--- src/sv/ntcp_pkg.sv ---
package ntcp_pkg;

  localparam int unsigned STEPS_PER_SEMITONE_DEF = 8;
  localparam int unsigned ADJUST_BIT_DEF         = 12;

  // command and table select codes
  localparam logic CMD_WRITE   = 1'b0;
  localparam logic SEL_FM      = 1'b0;
  localparam logic SEL_DIVIDER = 1'b1;

  // chip codes, anything above the last acts as the 10-bit psg
  localparam logic [2:0] CHIP_FM9   = 3'd0;
  localparam logic [2:0] CHIP_FM10  = 3'd1;
  localparam logic [2:0] CHIP_PSG12 = 3'd2;
  localparam logic [2:0] CHIP_WAVE  = 3'd3;
  localparam logic [2:0] CHIP_PSG10 = 3'd4;

  localparam logic [11:0] FNUM_MASK   = 12'hFFF;
  localparam logic [12:0] PSG12_LIMIT = 13'd4095;
  localparam logic [12:0] WAVE_LIMIT  = 13'd4096;
  localparam logic [12:0] PSG10_LIMIT = 13'd1023;
  localparam logic [12:0] FNUM_MAX    = 13'd1024;

  // table position width, enough for the deepest table (768 words)
  localparam int unsigned IDX_W = 10;

  // octave after folding, clamped where the result no longer changes
  localparam int unsigned OCT_W   = 7;
  localparam int          OCT_MIN = -2;
  localparam int          OCT_MAX = 40;

  localparam int unsigned MIDQ_DEPTH = 8;
  localparam int unsigned OUTQ_DEPTH = 4;

  typedef struct packed {
    logic               command;
    logic               table_select;
    logic [6:0]         table_index;
    logic [15:0]        table_word;
    logic [2:0]         chip;
    logic [7:0]         note;
    logic signed [15:0] bend;
  } in_item_t;

  typedef struct packed {
    logic [12:0] pitch_value;
    logic [2:0]  octave_block;
    logic        out_of_range;
  } out_item_t;

  // classified transaction between front and back
  typedef struct packed {
    logic                    is_write;
    logic                    wr_en;
    logic                    sel;
    logic [IDX_W-1:0]        index;
    logic [15:0]             word;
    logic [2:0]              chip;
    logic signed [OCT_W-1:0] octave;
  } mid_item_t;

endpackage

--- src/sv/ntcp_ram.sv ---
module ntcp_ram #(
  parameter int unsigned WIDTH = 16,
  parameter int unsigned DEPTH = 96
) (
  input  logic                     clk_i,
  input  logic                     we_i,
  input  logic [$clog2(DEPTH)-1:0] waddr_i,
  input  logic [WIDTH-1:0]         wdata_i,
  input  logic                     re_i,
  input  logic [$clog2(DEPTH)-1:0] raddr_i,
  output logic [WIDTH-1:0]         rdata_o
);

  logic [WIDTH-1:0] mem_q [DEPTH];
  logic [WIDTH-1:0] rdata_q;

  always_ff @(posedge clk_i) begin
    if (we_i) begin
      mem_q[waddr_i] <= wdata_i;
    end
    if (re_i) begin
      rdata_q <= mem_q[raddr_i];
    end
  end

  assign rdata_o = rdata_q;

endmodule

--- src/sv/ntcp_fifo.sv ---
module ntcp_fifo #(
  parameter int unsigned WIDTH = 8,
  parameter int unsigned DEPTH = 4
) (
  input  logic                       clk_i,
  input  logic                       rst_ni,
  input  logic                       push_i,
  input  logic [WIDTH-1:0]           data_i,
  input  logic                       pop_i,
  output logic [WIDTH-1:0]           data_o,
  output logic                       empty_o,
  output logic                       full_o,
  output logic [$clog2(DEPTH+1)-1:0] count_o
);

  localparam int unsigned PTR_W = (DEPTH > 1) ? $clog2(DEPTH) : 1;
  localparam int unsigned CNT_W = $clog2(DEPTH + 1);

  logic [WIDTH-1:0] mem_q [DEPTH];
  logic [PTR_W-1:0] wr_ptr_q, wr_ptr_d;
  logic [PTR_W-1:0] rd_ptr_q, rd_ptr_d;
  logic [CNT_W-1:0] count_q, count_d;

  always_comb begin
    wr_ptr_d = wr_ptr_q;
    rd_ptr_d = rd_ptr_q;
    if (push_i) begin
      wr_ptr_d = (wr_ptr_q == PTR_W'(DEPTH - 1)) ? '0 : wr_ptr_q + 1'b1;
    end
    if (pop_i) begin
      rd_ptr_d = (rd_ptr_q == PTR_W'(DEPTH - 1)) ? '0 : rd_ptr_q + 1'b1;
    end
    count_d = count_q + CNT_W'(push_i) - CNT_W'(pop_i);
  end

  always_ff @(posedge clk_i or negedge rst_ni) begin
    if (!rst_ni) begin
      wr_ptr_q <= '0;
      rd_ptr_q <= '0;
      count_q  <= '0;
    end else begin
      wr_ptr_q <= wr_ptr_d;
      rd_ptr_q <= rd_ptr_d;
      count_q  <= count_d;
    end
  end

  always_ff @(posedge clk_i) begin
    if (push_i) begin
      mem_q[wr_ptr_q] <= data_i;
    end
  end

  assign data_o  = mem_q[rd_ptr_q];
  assign empty_o = (count_q == '0);
  assign full_o  = (count_q == CNT_W'(DEPTH));
  assign count_o = count_q;

endmodule

--- src/sv/ntcp_front.sv ---
module ntcp_front #(
  parameter int unsigned STEPS_PER_SEMITONE = ntcp_pkg::STEPS_PER_SEMITONE_DEF
) (
  input  logic                clk_i,
  input  logic                rst_ni,
  input  logic                in_valid_i,
  input  ntcp_pkg::in_item_t  in_item_i,
  output logic                out_valid_o,
  output ntcp_pkg::mid_item_t out_item_o,
  output logic [2:0]          busy_count_o
);

  localparam int unsigned DEPTH   = 12 * STEPS_PER_SEMITONE;
  // bias that makes the bent index non-negative, a whole number of octaves
  localparam int unsigned WRAPS   = (32768 + DEPTH - 1) / DEPTH;
  localparam int unsigned OFFSET  = WRAPS * DEPTH;
  localparam int unsigned U_MAX   = 11 * STEPS_PER_SEMITONE + 32767 + OFFSET;
  localparam int unsigned UW      = $clog2(U_MAX + 1);
  localparam int unsigned RECIP   = (1 << UW) / DEPTH;
  localparam int unsigned RECIP_W = $clog2(RECIP + 1);
  localparam int unsigned PW      = UW + RECIP_W;
  localparam int unsigned QW      = $clog2(U_MAX / DEPTH + 2);
  localparam int unsigned RW      = $clog2(2 * DEPTH);
  localparam int unsigned OW      = QW + 2;
  localparam int unsigned OCT_W   = ntcp_pkg::OCT_W;
  localparam int unsigned IDX_W   = ntcp_pkg::IDX_W;

  typedef struct packed {
    logic        is_write;
    logic        wr_en;
    logic        sel;
    logic [6:0]  index;
    logic [15:0] word;
    logic [2:0]  chip;
  } carry_t;

  logic [4:0] valid_q;
  carry_t     c_q [4];
  carry_t     c_d;

  logic [4:0]         oct1_q, oct2_q, oct3_q, oct4_q;
  logic [7:0]         note1_q;
  logic signed [15:0] bend1_q;
  logic [UW-1:0]      u2_q, u3_q, u2_d;
  logic [PW-1:0]      prod3_q, prod3_d;
  logic [QW-1:0]      q4_q, q4_d;
  logic [RW-1:0]      r4_q, r4_d;

  logic [15:0] n171;
  logic [7:0]  rem2;
  logic [15:0] bend_bias;
  logic [UW-1:0] r0;

  logic [RW-1:0]          rc;
  logic [QW-1:0]          qc;
  logic signed [OW-1:0]   oct_sum;
  logic signed [OCT_W-1:0] oct_clamped;
  ntcp_pkg::mid_item_t    out_d;

  always_comb begin
    c_d.is_write = (in_item_i.command == ntcp_pkg::CMD_WRITE);
    c_d.wr_en    = (32'(in_item_i.table_index) < DEPTH);
    c_d.sel      = in_item_i.table_select;
    c_d.index    = in_item_i.table_index;
    c_d.word     = in_item_i.table_word;
    c_d.chip     = in_item_i.chip;
    // note / 12 by reciprocal, exact over the 8-bit note range
    n171 = 16'(in_item_i.note) * 16'd171;
  end

  always_comb begin
    rem2      = note1_q - {oct1_q, 3'b000} - {1'b0, oct1_q, 2'b00};
    bend_bias = {~bend1_q[15], bend1_q[14:0]};
    u2_d      = UW'(32'(rem2[3:0]) * STEPS_PER_SEMITONE) + UW'(bend_bias)
              + UW'(OFFSET - 32768);
  end

  assign prod3_d = PW'(u2_q) * PW'(RECIP);

  always_comb begin
    // estimate is exact or one short
    q4_d = QW'(prod3_q >> UW);
    r0   = u3_q - UW'(32'(q4_d) * DEPTH);
    r4_d = RW'(r0);
  end

  always_comb begin
    if (32'(r4_q) >= DEPTH) begin
      rc = r4_q - RW'(DEPTH);
      qc = q4_q + 1'b1;
    end else begin
      rc = r4_q;
      qc = q4_q;
    end
    oct_sum = $signed(OW'(oct4_q)) + $signed(OW'(qc)) - $signed(OW'(WRAPS));
    if (oct_sum < OW'(ntcp_pkg::OCT_MIN)) begin
      oct_clamped = OCT_W'(ntcp_pkg::OCT_MIN);
    end else if (oct_sum > OW'(ntcp_pkg::OCT_MAX)) begin
      oct_clamped = OCT_W'(ntcp_pkg::OCT_MAX);
    end else begin
      oct_clamped = OCT_W'(oct_sum);
    end
    out_d.is_write = c_q[3].is_write;
    out_d.wr_en    = c_q[3].wr_en;
    out_d.sel      = c_q[3].sel;
    out_d.index    = c_q[3].is_write ? IDX_W'(c_q[3].index) : IDX_W'(rc);
    out_d.word     = c_q[3].word;
    out_d.chip     = c_q[3].chip;
    out_d.octave   = oct_clamped;
  end

  always_ff @(posedge clk_i or negedge rst_ni) begin
    if (!rst_ni) begin
      valid_q <= '0;
    end else begin
      valid_q <= {valid_q[3:0], in_valid_i};
    end
  end

  always_ff @(posedge clk_i) begin
    c_q[0]  <= c_d;
    c_q[1]  <= c_q[0];
    c_q[2]  <= c_q[1];
    c_q[3]  <= c_q[2];
    oct1_q  <= n171[15:11];
    note1_q <= in_item_i.note;
    bend1_q <= in_item_i.bend;
    oct2_q  <= oct1_q;
    u2_q    <= u2_d;
    oct3_q  <= oct2_q;
    u3_q    <= u2_q;
    prod3_q <= prod3_d;
    oct4_q  <= oct3_q;
    q4_q    <= q4_d;
    r4_q    <= r4_d;
    out_item_o <= out_d;
  end

  assign out_valid_o  = valid_q[4];
  assign busy_count_o = 3'($countones(valid_q));

endmodule

--- src/sv/ntcp_back.sv ---
module ntcp_back #(
  parameter int unsigned STEPS_PER_SEMITONE = ntcp_pkg::STEPS_PER_SEMITONE_DEF,
  parameter int unsigned ADJUST_BIT         = ntcp_pkg::ADJUST_BIT_DEF
) (
  input  logic                clk_i,
  input  logic                rst_ni,
  input  logic                item_valid_i,
  input  ntcp_pkg::mid_item_t item_i,
  output logic                res_valid_o,
  output ntcp_pkg::out_item_t res_o,
  output logic                busy_o
);

  localparam int unsigned DEPTH = 12 * STEPS_PER_SEMITONE;
  localparam int unsigned AW    = $clog2(DEPTH);
  localparam int unsigned OCT_W = ntcp_pkg::OCT_W;

  logic [AW-1:0] addr;
  logic          fm_we, div_we, rd_en;
  logic [15:0]   fm_rdata, div_rdata;

  logic                    conv_valid_q;
  logic [2:0]              chip_q;
  logic signed [OCT_W-1:0] oct_q;

  logic signed [OCT_W-1:0] blk;
  logic [1:0]              fm_sh;
  logic [12:0]             fm_t;
  logic [5:0]              div_sh;
  logic [16:0]             div_t;
  logic [15:0]             div_v;
  logic [12:0]             limit;

  assign addr   = item_i.index[AW-1:0];
  assign fm_we  = item_valid_i && item_i.is_write && item_i.wr_en
                  && (item_i.sel == ntcp_pkg::SEL_FM);
  assign div_we = item_valid_i && item_i.is_write && item_i.wr_en
                  && (item_i.sel == ntcp_pkg::SEL_DIVIDER);
  assign rd_en  = item_valid_i && !item_i.is_write;

  ntcp_ram #(.WIDTH(16), .DEPTH(DEPTH)) u_fm_ram (
    .clk_i   (clk_i),
    .we_i    (fm_we),
    .waddr_i (addr),
    .wdata_i (item_i.word),
    .re_i    (rd_en),
    .raddr_i (addr),
    .rdata_o (fm_rdata)
  );

  ntcp_ram #(.WIDTH(16), .DEPTH(DEPTH)) u_div_ram (
    .clk_i   (clk_i),
    .we_i    (div_we),
    .waddr_i (addr),
    .wdata_i (item_i.word),
    .re_i    (rd_en),
    .raddr_i (addr),
    .rdata_o (div_rdata)
  );

  always_ff @(posedge clk_i or negedge rst_ni) begin
    if (!rst_ni) begin
      conv_valid_q <= 1'b0;
    end else begin
      conv_valid_q <= rd_en;
    end
  end

  always_ff @(posedge clk_i) begin
    if (rd_en) begin
      chip_q <= item_i.chip;
      oct_q  <= item_i.octave;
    end
  end

  always_comb begin
    case (chip_q)
      ntcp_pkg::CHIP_PSG12: limit = ntcp_pkg::PSG12_LIMIT;
      ntcp_pkg::CHIP_WAVE:  limit = ntcp_pkg::WAVE_LIMIT;
      ntcp_pkg::CHIP_PSG10: limit = ntcp_pkg::PSG10_LIMIT;
      default:              limit = ntcp_pkg::PSG10_LIMIT;
    endcase

    // fm: adjusted block and rounded f-number
    blk   = oct_q - OCT_W'(fm_rdata[ADJUST_BIT]);
    fm_sh = (chip_q == ntcp_pkg::CHIP_FM10) ? 2'd2 : 2'd3;
    fm_t  = {1'b0, fm_rdata[11:0] & ntcp_pkg::FNUM_MASK} >> (fm_sh - 2'd1);

    // divider: round-shift by octave+3, zero once past the word
    div_sh = 6'(oct_q + OCT_W'(2));
    div_t  = {1'b0, div_rdata} >> div_sh;
    div_v  = 16'((div_t + 17'd1) >> 1);

    res_o = '0;
    if (chip_q == ntcp_pkg::CHIP_FM9 || chip_q == ntcp_pkg::CHIP_FM10) begin
      if (blk >= 8) begin
        res_o.pitch_value  = {1'b0, ntcp_pkg::FNUM_MASK} >> fm_sh;
        res_o.octave_block = 3'd7;
        res_o.out_of_range = 1'b1;
      end else if (blk < 0) begin
        res_o.out_of_range = 1'b1;
      end else begin
        res_o.pitch_value  = (fm_t + 13'd1) >> 1;
        res_o.octave_block = blk[2:0];
      end
    end else begin
      if (oct_q < -1) begin
        res_o.pitch_value  = limit;
        res_o.out_of_range = 1'b1;
      end else if (div_v > {3'b000, limit}) begin
        res_o.pitch_value  = limit;
        res_o.out_of_range = 1'b1;
      end else if (div_v == '0) begin
        res_o.pitch_value  = 13'd1;
        res_o.out_of_range = 1'b1;
      end else begin
        res_o.pitch_value  = div_v[12:0];
      end
    end
  end

  assign res_valid_o = conv_valid_q;
  assign busy_o      = conv_valid_q;

endmodule

--- src/sv/note_to_chip_pitch_registers.sv ---
// note to chip pitch converter
//
// input queue side: push / full, one transaction per cycle while full is low.
// a write transaction stores table_word at an in-range table_index of the fm
// or divider table and gives no result. a convert transaction gives one
// result: an f-number and block for fm chips, or a tone divider for others.
// result queue side: empty / pop; the oldest result sits on result_o while
// empty is low and leaves on a cycle with pop high.
//
// a convert transaction passes the front pipeline, the mid queue, the back
// part's table read and the result queue. throughput while full is low: one
// transaction per cycle, set by the five-stage front pipeline (octave split,
// bend, reciprocal multiply, remainder, wrap fix) and a registered table read.
// a stalled result side fills the result queue, then the mid queue; full
// rises once the mid queue plus the front pipeline hold 8 transactions.
// reset empties both queues and the pipelines; table contents are undefined
// until written, with no clearing pass.
module note_to_chip_pitch_registers #(
  parameter int unsigned STEPS_PER_SEMITONE = ntcp_pkg::STEPS_PER_SEMITONE_DEF,
  parameter int unsigned ADJUST_BIT         = ntcp_pkg::ADJUST_BIT_DEF
) (
  input  logic                clk_i,
  input  logic                rst_ni,
  input  logic                push,
  output logic                full,
  input  ntcp_pkg::in_item_t  in_item_i,
  output logic                empty,
  input  logic                pop,
  output ntcp_pkg::out_item_t result_o
);

  localparam int unsigned MIDQ_DEPTH = ntcp_pkg::MIDQ_DEPTH;
  localparam int unsigned OUTQ_DEPTH = ntcp_pkg::OUTQ_DEPTH;
  localparam int unsigned MIDQ_CW    = $clog2(MIDQ_DEPTH + 1);
  localparam int unsigned OUTQ_CW    = $clog2(OUTQ_DEPTH + 1);
  localparam int unsigned SUM_W      = MIDQ_CW + 2;

  logic                in_take;
  logic                front_valid;
  ntcp_pkg::mid_item_t front_item;
  logic [2:0]          front_busy;

  logic                midq_pop, midq_empty, midq_full;
  logic [MIDQ_CW-1:0]  midq_count;
  ntcp_pkg::mid_item_t midq_head;

  logic                back_valid, back_busy;
  ntcp_pkg::out_item_t back_res;

  logic                outq_pop, outq_full;
  logic [OUTQ_CW-1:0]  outq_count;

  // credit check: room in the mid queue for everything still in the front
  assign full    = (SUM_W'(midq_count) + SUM_W'(front_busy)) >= SUM_W'(MIDQ_DEPTH);
  assign in_take = push && !full;

  ntcp_front #(.STEPS_PER_SEMITONE(STEPS_PER_SEMITONE)) u_front (
    .clk_i        (clk_i),
    .rst_ni       (rst_ni),
    .in_valid_i   (in_take),
    .in_item_i    (in_item_i),
    .out_valid_o  (front_valid),
    .out_item_o   (front_item),
    .busy_count_o (front_busy)
  );

  ntcp_fifo #(.WIDTH($bits(ntcp_pkg::mid_item_t)), .DEPTH(MIDQ_DEPTH)) u_midq (
    .clk_i   (clk_i),
    .rst_ni  (rst_ni),
    .push_i  (front_valid),
    .data_i  (front_item),
    .pop_i   (midq_pop),
    .data_o  (midq_head),
    .empty_o (midq_empty),
    .full_o  (midq_full),
    .count_o (midq_count)
  );

  // same credit scheme towards the result queue
  assign midq_pop = !midq_empty
                    && ((OUTQ_CW'(outq_count) + OUTQ_CW'(back_busy)) < OUTQ_CW'(OUTQ_DEPTH));

  ntcp_back #(
    .STEPS_PER_SEMITONE (STEPS_PER_SEMITONE),
    .ADJUST_BIT         (ADJUST_BIT)
  ) u_back (
    .clk_i        (clk_i),
    .rst_ni       (rst_ni),
    .item_valid_i (midq_pop),
    .item_i       (midq_head),
    .res_valid_o  (back_valid),
    .res_o        (back_res),
    .busy_o       (back_busy)
  );

  assign outq_pop = pop && !empty;

  ntcp_fifo #(.WIDTH($bits(ntcp_pkg::out_item_t)), .DEPTH(OUTQ_DEPTH)) u_outq (
    .clk_i   (clk_i),
    .rst_ni  (rst_ni),
    .push_i  (back_valid),
    .data_i  (back_res),
    .pop_i   (outq_pop),
    .data_o  (result_o),
    .empty_o (empty),
    .full_o  (outq_full),
    .count_o (outq_count)
  );

  a_midq_no_overflow: assert property (@(posedge clk_i) disable iff (!rst_ni)
    !(front_valid && midq_full))
    else $error("mid queue pushed while full");

  a_outq_no_overflow: assert property (@(posedge clk_i) disable iff (!rst_ni)
    !(back_valid && outq_full))
    else $error("result queue pushed while full");

  a_pitch_bound: assert property (@(posedge clk_i) disable iff (!rst_ni)
    !empty |-> (result_o.pitch_value <= ntcp_pkg::WAVE_LIMIT))
    else $error("pitch value above the widest limit");

  a_fm_fnum_bound: assert property (@(posedge clk_i) disable iff (!rst_ni)
    (!empty && !result_o.out_of_range && result_o.octave_block != 3'd0)
      |-> (result_o.pitch_value <= ntcp_pkg::FNUM_MAX))
    else $error("f-number too wide for a non-zero block");

endmodule

--- config.mk ---
export PLATFORM = sky130hd
export DESIGN_NAME = note_to_chip_pitch_registers
export DESIGN_NICKNAME = d
export VERILOG_FILES = /design/src/sv/ntcp_pkg.sv /design/src/sv/ntcp_ram.sv /design/src/sv/ntcp_fifo.sv /design/src/sv/ntcp_front.sv /design/src/sv/ntcp_back.sv /design/src/sv/note_to_chip_pitch_registers.sv
export SDC_FILE = /design/constraint.sdc
export NUM_CORES = 2
export LEC_CHECK = 0
export BUFFER_PORTS_ARGS = -buffer_cell sky130_fd_sc_hd__buf_2
export CAP_MARGIN = 20
export CORE_MARGIN = 2
export CORE_UTILIZATION = 40
export CTS_BUF_LIST = sky130_fd_sc_hd__clkbuf_4 sky130_fd_sc_hd__clkbuf_8
export CTS_CLUSTER_SIZE = 24
export DETAILED_ROUTE_END_ITERATION = 10
export PLACE_DENSITY = 0.62
export SLEW_MARGIN = 10
export SYNTH_ARGS = -nofsm -noshare
export SYNTH_HDL_FRONTEND = slang
export SYNTH_HIERARCHICAL = 1
export SYNTH_SLANG_ARGS = --single-unit
--- constraint.sdc ---
create_clock -name clk_i -period 10.2 [get_ports clk_i]
set_clock_uncertainty 0.1 [all_clocks]
set_input_delay 1.02 -clock clk_i [delete_from_list [all_inputs] [get_ports clk_i]]
set_output_delay 1.02 -clock clk_i [all_outputs]
set_load 0.01 [all_outputs]
==> reports/metrics.csv <==
stage;metric;value;unit
clocking;Clock Latency Late Sink;1.14;ns
sta;final setup fails;0;
worst_setup_path;critical path's largest stage delay;1.07;ns
die;core area;0.330;mm2
finish;fillers;27658;
yosys;Ys Warns;6;
clocking;CTS buffer count;534;
placed_design;GP Congestion;0.836;
worst_setup_path;R2R depth;18;
worst_setup_path;crit-path max FO;30;
drt;Routed Antenna Nets;0;
yosys;Synth Cell Area;0.133;mm2
sta;setup TNS;0;ns
drt;# DRC;0;
power;Leakage;0.0495;uW
global_routing;first-pass GRT wire length;460000;um
clocking;Reg clk slew, reported paths;0.06;ns
worst_setup_path;Top delay family on crit path;simple AND/OR/NAND/NOR gates;
die;DIE WIDTH;580;um
clocking;Clock Root Buffer;clkbuf_8;
worst_setup_path;CP Data Required Time;10.92;ns
drt;WL per Instance;26.1;um
placed_design;DP Wirelength;182000;um
die;Die Footprint;0.336;mm2
worst_setup_path;Critical Path, Cell by Cell;inv_2, ha_1, mux2i_1, mux4_2, or2_1, nand2_1, ha_1, and2_4, nand2b_4, or4b_1, mux2i_2, ha_1, nand4_1, nor2_1, nor3_1, o311ai_0, a211o_1, o311ai_0;
die;initial core utilization;40.2;%
drt;initial detailed-routing violation count;6868;
power;Worst VDD drop;0.530;mV
worst_setup_path;CP max stage cell;ha_1;
worst_setup_path;Buf+Inv Stages, Crit Path;1;
die;die height;580;um
worst_setup_path;Reg-to-Reg Start;u_back/oct_q[1]$_DFFE_PP_;
drt;final wirelength;313000;um
die;num ports;75;
sta;fin. max-slew vios;0;
status;status;complete, no violations;
clocking;Sink Count;3350;
worst_setup_path;r2r setup slk;2.69;ns
finish;Nets;7548;
drt;via/cell ratio;5.51;
yosys;cells after synthesis;6630;
clocking;CTS tree;done;
finish;post-route cell area;0.150;mm2
global_routing;vias in the first global route;67545;
drt;DR pass1 iterations;8;
sta;RSZ-0062 raised after global routing;false;
finish;commonest non-fill, non-tap cell in the layout;edfxtp_1;
finish;most frequent cells in the layout;edfxtp_1, mux4_2, clkbuf_8;
power;Pwr Density;351;mW/mm2
finish;share of layout cells above drive strength 1;27.6;%
global_routing;largest net degree at the start of global routing;184;
worst_hold_path;Hold Crit Depth;0;
sta;Worst Tran Pin Value;1.19;ns
worst_hold_path;worst hold path class;register to register;
clocking;post-cts resize count;0;
global_routing;total grt overflow;0;
worst_setup_path;endpoint type of the worst setup path;register;
sta;max_slew headroom;20.2;%
worst_setup_path;Setup CP Type;register to register;
clocking;# H-tree levels;6;
yosys;syn nets;6952;
flow_run;maxcap violations;0;
sta;Max Clk Rate;133;MHz
finish;fin util;45.5;%
sta;final hold vios;0;
sta;Tmin final;7.51;ns
global_routing;initial antenna violation count;12;
worst_setup_path;crit path DAT;8.24;ns
placed_design;Placed Instances;10996;
worst_setup_path;Crit path depth;18;
worst_hold_path;WHS Endpoint;u_front/c_q[2][6]$_DFF_P_;
worst_setup_path;Worst Setup Start Kind;register;
clocking;Hold Buf Count CTS;50;
finish;area grow syn2layout;13.4;%
worst_hold_path;Hold Path Origin;u_front/c_q[1][6]$_DFF_P_;
placed_design;PortBufs;74;
sta;Final Cycle Share;73.7;%
worst_setup_path;crit-path most repeated cell;ha_1;
global_routing;GR Util All Layers;18.3;%
drt;vias;66211;
yosys;Mean Syn Cell Area;20.0;um2
placed_design;dpl cell area;0.139;mm2
clocking;post-CTS setup buffer count;0;
worst_setup_path;RR Endpoint;u_outq/mem_q[2][12]$_DFFE_PP_;
clocking;clk buf depth;4;
finish;final cell count without fillers;12008;
die;# rows;211;
==> layer usage <==
metal	GRT usage (%)	vias up	part of all wire, %
met4	4.90	2	2.4
met1	26.0	35192	43
li1	-	28031	-
met5	0	-	0.0042
met2	29.2	2497	48
met3	3.29	489	7.1
==> worst register-to-register path: cells and delay by family, from the launching register on <==
kind	cells	cell delay (ns)
compound gates	3	1.48
flops	1	1.01
mux	3	1.15
buf+inv	1	0.30
simple gates	8	1.60
fa+ha+maj	3	1.59
==> state kept, by name, summed over array words and instances (netlist names), 16 cells and up <==
name                      flops
u_front/u2_q                 17
u_midq/mem_q                288
u_front/out_item_o           36
u_back/u_div_ram/mem_q     1536
u_back/u_fm_ram/mem_q      1152
u_outq/mem_q                 68
u_front/bend1_q              16
u_front/c_q                 116
u_back/u_div_ram/rdata_o     16
==> worst max path at each step <==
| stage | slack [ns] | end | startpoint |
|---|---|---|---|
| after floorplan | 4.94 | u_outq/mem_q[0][12]$_DFFE_PP_ | u_back/oct_q[1]$_DFFE_PP_ |
| after global placement | 2.81 | u_outq/mem_q[0][12]$_DFFE_PP_ | u_back/oct_q[1]$_DFFE_PP_ |
| after detailed placement | 2.76 | u_outq/mem_q[0][12]$_DFFE_PP_ | u_back/oct_q[1]$_DFFE_PP_ |
| after CTS | 2.72 | u_outq/mem_q[2][12]$_DFFE_PP_ | u_back/oct_q[1]$_DFFE_PP_ |
| after global routing | 2.12 | u_outq/mem_q[1][12]$_DFFE_PP_ | u_back/oct_q[1]$_DFFE_PP_ |
| final | 2.69 | u_outq/mem_q[2][12]$_DFFE_PP_ | u_back/oct_q[1]$_DFFE_PP_ |
==> area by class of cell <==
class	instances	area, um2	share of cell area, %
Clock buffer	738	9080	6.04
Clock inverter	203	1460	0.970
Multi-Input combinational cell	2728	32100	21.4
Sequential cell	3350	98000	65.2
Inverter	209	785	0.522
Antenna cell	11	27.5	0.0183
Tap cell	4366	5460	3.63
Timing Repair Buffer	403	3290	2.19
==> per-stage QoR <==
stage	hold WS (ns)	setup slack [ns]	power, uW
floorplan	0.210	4.94	34800
global placement	0.211	2.81	41300
detailed placement	0.212	2.76	41700
CTS	0.172	2.72	53100
global route	0.201	2.12	55500
finish	0.192	2.69	52700
==> power by group <==
part / switching [uW] / internal, uW
logic: 14000 / 8190
registers: 552 / 18600
clock network: 5180 / 6160
total: 19800 / 32900
(Power assumes the default switching activity.)
